<file path="config.mk">
export PLATFORM = sky130hd
export DESIGN_NAME = aes128d_kexp
export DESIGN_NICKNAME = d
export VERILOG_FILES = /design/src/rtl/core/aes128d_pkg.sv /design/src/rtl/core/aes128d_kexp.sv
export SDC_FILE = /design/constraint.sdc
export NUM_CORES = 2
export LEC_CHECK = 0
export BUFFER_PORTS_ARGS = -buffer_cell sky130_fd_sc_hd__buf_2
export CORE_ASPECT_RATIO = 1.4
export CORE_MARGIN = 2
export CORE_UTILIZATION = 45
export CTS_CLUSTER_DIAMETER = 100
export DETAILED_ROUTE_END_ITERATION = 7
export SETUP_SLACK_MARGIN = 0.1
export SYNTH_ARGS = -nofsm -noshare
export SYNTH_HDL_FRONTEND = slang
export SYNTH_SLANG_ARGS = --single-unit
</file>
<file path="constraint.sdc">
create_clock -name i_clk -period 37.6 [get_ports i_clk]
set_input_delay 1.88 -clock i_clk [delete_from_list [all_inputs] [get_ports i_clk]]
set_output_delay 1.88 -clock i_clk [all_outputs]
set_load 0.02 [all_outputs]
</file>
<file path="src/rtl/core/aes128d_pkg.sv">
package aes128d_pkg;

    localparam int ROUNDS    = 10;
    localparam int RK_CNT    = ROUNDS + 1;
    localparam int RK_IDX_W  = $clog2(RK_CNT);
    localparam int BLK_W     = 128;
    localparam int HALF_W    = 64;

    localparam logic CFG_KEY_HIGH = 1'b0;
    localparam logic CFG_KEY_LOW  = 1'b1;

    typedef enum logic {
        ST_IDLE,
        ST_ROUND
    } t_state;

    localparam logic [2047:0] SBOX = {
        128'h637c777bf26b6fc53001672bfed7ab76,
        128'hca82c97dfa5947f0add4a2af9ca472c0,
        128'hb7fd9326363ff7cc34a5e5f171d83115,
        128'h04c723c31896059a071280e2eb27b275,
        128'h09832c1a1b6e5aa0523bd6b329e32f84,
        128'h53d100ed20fcb15b6acbbe394a4c58cf,
        128'hd0efaafb434d338545f9027f503c9fa8,
        128'h51a3408f929d38f5bcb6da2110fff3d2,
        128'hcd0c13ec5f974417c4a77e3d645d1973,
        128'h60814fdc222a908846eeb814de5e0bdb,
        128'he0323a0a4906245cc2d3ac629195e479,
        128'he7c8376d8dd54ea96c56f4ea657aae08,
        128'hba78252e1ca6b4c6e8dd741f4bbd8b8a,
        128'h703eb5664803f60e613557b986c11d9e,
        128'he1f8981169d98e949b1e87e9ce5528df,
        128'h8ca1890dbfe6426841992d0fb054bb16
    };

    localparam logic [2047:0] INV_SBOX = {
        128'h52096ad53036a538bf40a39e81f3d7fb,
        128'h7ce339829b2fff87348e4344c4dee9cb,
        128'h547b9432a6c2233dee4c950b42fac34e,
        128'h082ea16628d924b2765ba2496d8bd125,
        128'h72f8f66486689816d4a45ccc5d65b692,
        128'h6c704850fdedb9da5e154657a78d9d84,
        128'h90d8ab008cbcd30af7e45805b8b34506,
        128'hd02c1e8fca3f0f02c1afbd0301138a6b,
        128'h3a9111414f67dcea97f2cfcef0b4e673,
        128'h96ac7422e7ad3585e2f937e81c75df6e,
        128'h47f11a711d29c5896fb7620eaa18be1b,
        128'hfc563e4bc6d279209adbc0fe78cd5af4,
        128'h1fdda8338807c731b11210592780ec5f,
        128'h60517fa919b54a0d2de57a9f93c99cef,
        128'ha0e03b4dae2af5b0c8ebbb3c83539961,
        128'h172b047eba77d626e169146355210c7d
    };

    function automatic logic [7:0] sbox(input logic [7:0] b);
        return SBOX[8 * (255 - int'(b)) +: 8];
    endfunction

    function automatic logic [7:0] inv_sbox(input logic [7:0] b);
        return INV_SBOX[8 * (255 - int'(b)) +: 8];
    endfunction

    function automatic logic [7:0] xtime(input logic [7:0] a);
        return {a[6:0], 1'b0} ^ (a[7] ? 8'h1b : 8'h00);
    endfunction

    function automatic logic [31:0] sub_word(input logic [31:0] w);
        return {sbox(w[31:24]), sbox(w[23:16]), sbox(w[15:8]), sbox(w[7:0])};
    endfunction

endpackage

</file>
<file path="src/rtl/core/aes128d_kexp.sv">
module aes128d_kexp
    import aes128d_pkg::*;
(
    input  logic                i_clk,
    input  logic                i_rst_n,
    input  logic                i_cfg_wen,
    input  logic                i_cfg_idx,
    input  logic [HALF_W-1:0]   i_cfg_wdata,
    input  logic [RK_IDX_W-1:0] i_rk_idx,
    output logic [BLK_W-1:0]    o_rk,
    output logic                o_busy
);

    logic [HALF_W-1:0]   r_key_high;
    logic [HALF_W-1:0]   r_key_low;
    logic [BLK_W-1:0]    r_store [RK_CNT];
    logic [BLK_W-1:0]    r_rk;
    logic [7:0]          r_rcon;
    logic [RK_IDX_W-1:0] r_cnt;
    logic                r_busy;

    logic [BLK_W-1:0] n_key;
    logic [31:0]      rot_sub;
    logic [31:0]      n0, n1, n2, n3;

    // key as it stands after this write
    always_comb begin
        n_key = {r_key_high, r_key_low};
        unique case (i_cfg_idx)
            CFG_KEY_HIGH: n_key[127:64] = i_cfg_wdata;
            CFG_KEY_LOW:  n_key[63:0]   = i_cfg_wdata;
            default:      n_key = {r_key_high, r_key_low};
        endcase
    end

    // one schedule step: next round key from current
    always_comb begin
        rot_sub = sub_word({r_rk[23:0], r_rk[31:24]}) ^ {r_rcon, 24'h0};
        n0      = r_rk[127:96] ^ rot_sub;
        n1      = r_rk[95:64] ^ n0;
        n2      = r_rk[63:32] ^ n1;
        n3      = r_rk[31:0] ^ n2;
    end

    always_ff @(posedge i_clk) begin
        if (!i_rst_n) begin
            r_key_high <= '0;
            r_key_low  <= '0;
            r_busy     <= 1'b0;
            r_cnt      <= '0;
            r_rcon     <= 8'h01;
        end else if (i_cfg_wen) begin
            r_key_high <= n_key[127:64];
            r_key_low  <= n_key[63:0];
            r_busy     <= 1'b1;
            r_cnt      <= RK_IDX_W'(1);
            r_rcon     <= 8'h01;
        end else if (r_busy) begin
            r_cnt  <= r_cnt + RK_IDX_W'(1);
            r_rcon <= xtime(r_rcon);
            if (r_cnt == RK_IDX_W'(ROUNDS)) begin
                r_busy <= 1'b0;
            end
        end
    end

    always_ff @(posedge i_clk) begin
        if (i_cfg_wen) begin
            r_store[0] <= n_key;
            r_rk       <= n_key;
        end else if (r_busy) begin
            r_store[r_cnt] <= {n0, n1, n2, n3};
            r_rk           <= {n0, n1, n2, n3};
        end
    end

    assign o_rk   = r_store[i_rk_idx];
    assign o_busy = r_busy;

endmodule

</file>
Yosys cells after proc, flatten, opt, wreduce, memory -nomap -nowiden
Memories as Yosys holds them, arrays and structs flattened.
Cells that the tools add are included.
{"block": "totals", "regBits": 269, "ram_bits": 1408, "word_cells": 46, "memories": 1, "output_inout_bits": 129, "in_bits": 72}
{"block": "op_classes", "n_eq_ne": 1, "add_sub_neg": 5, "shifts": 4, "bitwise": 7, "n_reduce_logical": 3, "mux": 18}
{"memory": "r_store", "depth": 11, "word_bits": 128, "rd": 1, "rd_ports_with_merged_regs": 0, "wr": 1, "line": "aes128d_kexp.sv:16", "source": "logic [BLK_W-1:0] r_store [RK_CNT];"}
{"op": "2048-bit by 12-bit variable part select with 8-bit output (first input constant)", "count": 4}
{"op": "128-bit two-way mux", "count": 3}
{"op": "32-bit XOR", "count": 5}
{"op": "64-bit two-way mux", "count": 2}
{"op": "128-bit OR reduction", "count": 1}
{"op": "8-bit by 8-bit subtractor with 9-bit output (first input constant)", "count": 4}
{"op": "1-bit two-way mux", "count": 11}
{"op": "8-bit by 5-bit XOR with 8-bit output", "count": 1}
{"op": "5-bit two-way mux", "count": 1}
{"op": "4-bit by 1-bit adder with 4-bit output (second input constant)", "count": 1}
{"op": "4-bit == test (second input constant)", "count": 1}
{"op": "4-bit two-way mux", "count": 1}
{"op": "2-bit nonzero test", "count": 1}
{"op": "2-bit OR reduction", "count": 1}
{"op": "1-bit NOT", "count": 1}

Longest topological paths before layout
{"block": "logic_depth", "ltp_word": 9, "ltp_mapped": 16, "depth_no_buf": 11}

Least setup slack after synthesis
Ideal clock, no wire load.
{"block": "synth_timing", "path_kind": "input to register", "startpoint": "input i_cfg_wen", "endpoint": "memory r_store[8][0] (enable)", "path_stages": 6, "required_time_ns": 36.671, "arrival_ns": 14.935, "slack_ns": 21.736, "n_path_buf": 3, "setup_ns": 0.929, "cell_sequence": "clkbuf_1 -> nor2b_1 -> clkbuf_1 -> clkbuf_1 -> nand2_1 -> nor4_1"}
{"block": "synth_between", "elab_chain_cells": 4, "word_cells_on_any_way": 7, "classes_between": "6 x mux; 1 x reduce/logical"}
{"item": "start, declared", "line": "aes128d_kexp.sv:6", "source": "input logic i_cfg_wen,"}
{"item": "1-bit two-way mux", "line": "aes128d_kexp.sv:68", "source": "if (i_cfg_wen) begin"}
{"item": "1-bit two-way mux (implied by the code)", "line": "aes128d_kexp.sv:72", "source": "r_store[r_cnt] <= {n0, n1, n2, n3};"}
{"item": "128-bit OR reduction (no line)"}
{"item": "4-bit two-way mux (no line) or 1-bit two-way mux (tied branches)"}
{"item": "end, declared", "line": "aes128d_kexp.sv:16"}
Several ways; a longest one is shown, not always the timed one.

Worst setup path in the final report
{"block": "layout_timing", "startpoint": "input i_rk_idx[0]", "endpoint": "output o_rk[61]"}
{"block": "layout_between", "elab_chain_cells": 1}
{"item": "start, declared", "line": "aes128d_kexp.sv:9", "source": "input logic [RK_IDX_W-1:0] i_rk_idx,"}
{"item": "memory read 11 x 128 bit"}
{"item": "end, declared", "line": "aes128d_kexp.sv:10", "source": "output logic [BLK_W-1:0] o_rk,"}
No other way between the ends.

==> results.json <==
{
  "dr.pass1.iters": 6,
  "synth_xor_xnor_area_share": 0.02339,
  "port_buffers": 200,
  "htreeDepth": 4,
  "post-route-min-period_ns": 7.919,
  "clock_path_buffers": 3,
  "reg2reg_depth": 13,
  "worst_slack_ns": 29.68,
  "synth_cell_type_count": 100,
  "fin_cells": 8463,
  "hold_class": "flip-flop to flip-flop",
  "cts_buffers": 152,
  "vias": 53850,
  "postCtsSetupBuffers": 0,
  "cts_hold_buf": 0,
  "core_area_mm2": 0.1829,
  "worst_pin_slew_ns": 1.407,
  "seq_power_share": 0.325,
  "async_reset_ff_frac": 0,
  "peakVddDrop_uv": 159.7,
  "slew_headroom": 0.03512,
  "rows": 186,
  "fillers": 15700,
  "combPwrFrac": 0.475,
  "rsz0062_at_grt": "false",
  "outcome": "completed",
  "required_ns": 35.72,
  "die_x_um": 366.1,
  "clk_latency_ns": 0.80,
  "internal-power_w": 0.004395,
  "clkPwrFrac": 0.200,
  "ios": 201,
  "grt_pass1_vias": 52360,
  "grt_antenna_before_repair": 45,
  "placed_cells": 8171,
  "maxClockFrequency_mhz": 126.3,
  "synth_top_family_by_area": "multiplexers",
  "clock_skew_ns": 0.03935,
  "yosys.area.top_type": "edfxtp_1",
  "synth-adder-area-share": 0.009391,
  "start_util": 0.4516,
  "setup_violations": 0,
  "drc_errors": 0,
  "muxShareOfSynthArea": 0.1685,
  "maxCapViolations": 0,
  "clk_pin_slew_worst_paths_ns": 0.06,
  "nNetsFinal": 6015,
  "crit_type": "input pin to primary output",
  "end_kind": "primary output",
  "synthFlopType": "edfxtp_1",
  "synthSimpleGateAreaFrac": 0.08060,
  "root_buffer": "clkbuf_16",
  "synthCells": 5851,
  "worstPathMaxFanout": 112,
  "grt_pass1_wl_um": 381300,
  "cts_resized": 0,
  "syn_to_final_growth_pct": 10.10,
  "yosysWarnings": 0,
  "synth_edf_count": 1536,
  "r2r_slack_ns": 31.24,
  "p_leak_nw": 30.20,
  "die_y_um": 510.9,
  "grt_max_degree": 140,
  "pre_cts_ws_ns": 29.59,
  "initialDrtViolationCount": 6425,
  "synth_top_area_frac": 0.5584,
  "wl_per_cell_um": 31.36,
  "cts_tree": "yes",
  "finalCritPeriodShare": 0.2106,
  "synth-compound-area-share": 0.09733,
  "gp_congestion": 0.9853,
  "dpl.hpwl_um": 166700,
  "powerDensity_mw_per_mm2": 83.03,
  "whs_path_depth": 2,
  "cts_sinks": 1677,
  "synth-seq-cells": 1677,
  "ys_seq_area_frac": 0.5925,
  "final_hold_viol_count": 0,
  "timing.setup.tns_ns": 0,
  "slew_violations": 0,
  "syn_area_per_cell_um2": 14.12,
  "syn_nets": 5985,
  "critPathLaunchType": "input pin",
  "worstPathArrival_ns": 6.04,
  "drive_gt1_frac": 0.2162,
  "grt_use_total": 0.2782,
  "grt.overflow.total": 0,
  "viasPerCell": 6.363,
  "synth_area_mm2": 0.08261,
  "dieArea_mm2": 0.1871,
  "swShare": 0.4180,
  "drt_wl_total_um": 265400,
  "synth_area_leaders": "edfxtp_1 (56%), mux4_2 (12%), dfxtp_1 (3.4%)",
  "ant_nets": 0,
  "switchingPower_w": 0.003157
}
==> power groups by stage <==
stage / Clock, W / Sequential, W / Combinational (W)
after global placement: 0 / 0.00248 / 0.00351
final: 0.00151 / 0.00245 / 0.00359
after global routing: 0.00160 / 0.00246 / 0.00379
after detailed placement: 0 / 0.00249 / 0.00351
after floorplan: 0 / 0.00248 / 0.00235
after CTS: 0.00154 / 0.00245 / 0.00352
==> worst paths after layout <==
| path | startpoint | to |
|---|---|---|
| min reg2reg | r_key_low[16] | r_key_low[16] |
| min | r_key_low[16] | r_key_low[16] |
| max | i_rk_idx[0] | o_rk[61] |
| max reg2reg | r_rk[25] | r_store[8][34] |
==> cells in the mapped netlist, drive strengths merged (25+ instances only) <==
master / number
o31ai: 31
buf: 219
o21a: 39
edfxtp: 1536
a2111oi: 28
o21ai: 231
and3: 32
mux4: 426
xor2: 54
nor4: 25
and2: 42
a311oi: 42
a31oi: 61
a21boi: 115
nor2b: 104
nor2: 285
xnor2: 102
clkbuf: 281
nand3: 74
inv: 48
a21oi: 234
mux2i: 210
o311ai: 40
or2: 26
nand2: 482
mux2: 196
o211ai: 37
nor3: 85
dfxtp: 141
nand2b: 119
ha: 62
a211oi: 60
==> placed cells by master, fill, tap and decap left out, types with 41 or more instances in the layout <==
| cell type | instances |
|---|---|
| nor2b_1 | 103 |
| clkbuf_1 | 41 |
| mux2_2 | 196 |
| mux2i_1 | 205 |
| buf_2 | 193 |
| o21ai_0 | 227 |
| inv_1 | 42 |
| mux4_2 | 426 |
| a21oi_1 | 222 |
| nor3_1 | 83 |
| edfxtp_1 | 1536 |
| a311oi_1 | 41 |
| clkbuf_16 | 153 |
| nand3_1 | 74 |
| dfxtp_1 | 141 |
| a211oi_1 | 58 |
| ha_1 | 62 |
| buf_4 | 172 |
| a21boi_0 | 115 |
| xor2_1 | 53 |
| nor2_1 | 279 |
| nand2b_1 | 118 |
| nand2_1 | 480 |
| xnor2_1 | 92 |
| a31oi_1 | 61 |
==> cell type report <==
class                      instances  area, um2  share of cell area
antenna                           19      47.55           0.0005228
clock buffer                     195       3996             0.04394
clock inverter                    78      777.0            0.008543
inverter                          53      201.4            0.002215
multi-input combinational       3621      31490              0.3462
sequential                      1677      48950              0.5382
tap                             2444       3058             0.03362
timing repair buffer             376       2436             0.02679
==> registers in the layout, indices dropped and copies added (netlist names) <==
name and cells:
o_busy 1, r_cnt 4, r_key_high 64, r_key_low 64
r_rcon 8, r_rk 128, r_store 1408
==> stage by stage <==
stage	utilization	total power (W)	cell area [um2]	hold WS (ns)
floorplan	-	0.004822	82610	0.4400
global placement	0.4708	0.005994	86130	0.4462
detailed placement	0.4708	0.005994	86130	0.4557
CTS	0.4969	0.007509	90900	0.4654
global route	0.4970	0.007858	90900	0.4790
finish	0.4972	0.007551	90950	0.4627
==> worst max-delay path: stages <==
cell    delay, ns
buf_8        0.51
buf_4        0.73
buf_4        0.66
buf_12       0.63
mux4_2       0.60
mux4_2       0.52
buf_2        0.19
==> kinds of logic after synthesis <==
| kind of cell | Yosys count |
|---|---|
| AOI/OAI and AO/OA | 1168 |
| xor gates and xnor gates | 177 |
| buffers and inverters | 553 |
| DFF | 1677 |
| adders and majority gates | 62 |
| muxes | 832 |
| and+or+nand+nor | 1382 |
==> layer usage <==
layer | up-vias | track usage | wire, um
li1 | 23020 | - | -
met1 | 27980 | 0.3706 | 107600
met2 | 2252 | 0.4551 | 128400
met3 | 550 | 0.04755 | 17650
met4 | 52 | 0.1099 | 11450
met5 | - | 0 | 315
Power figures use the tool's default switching activity.
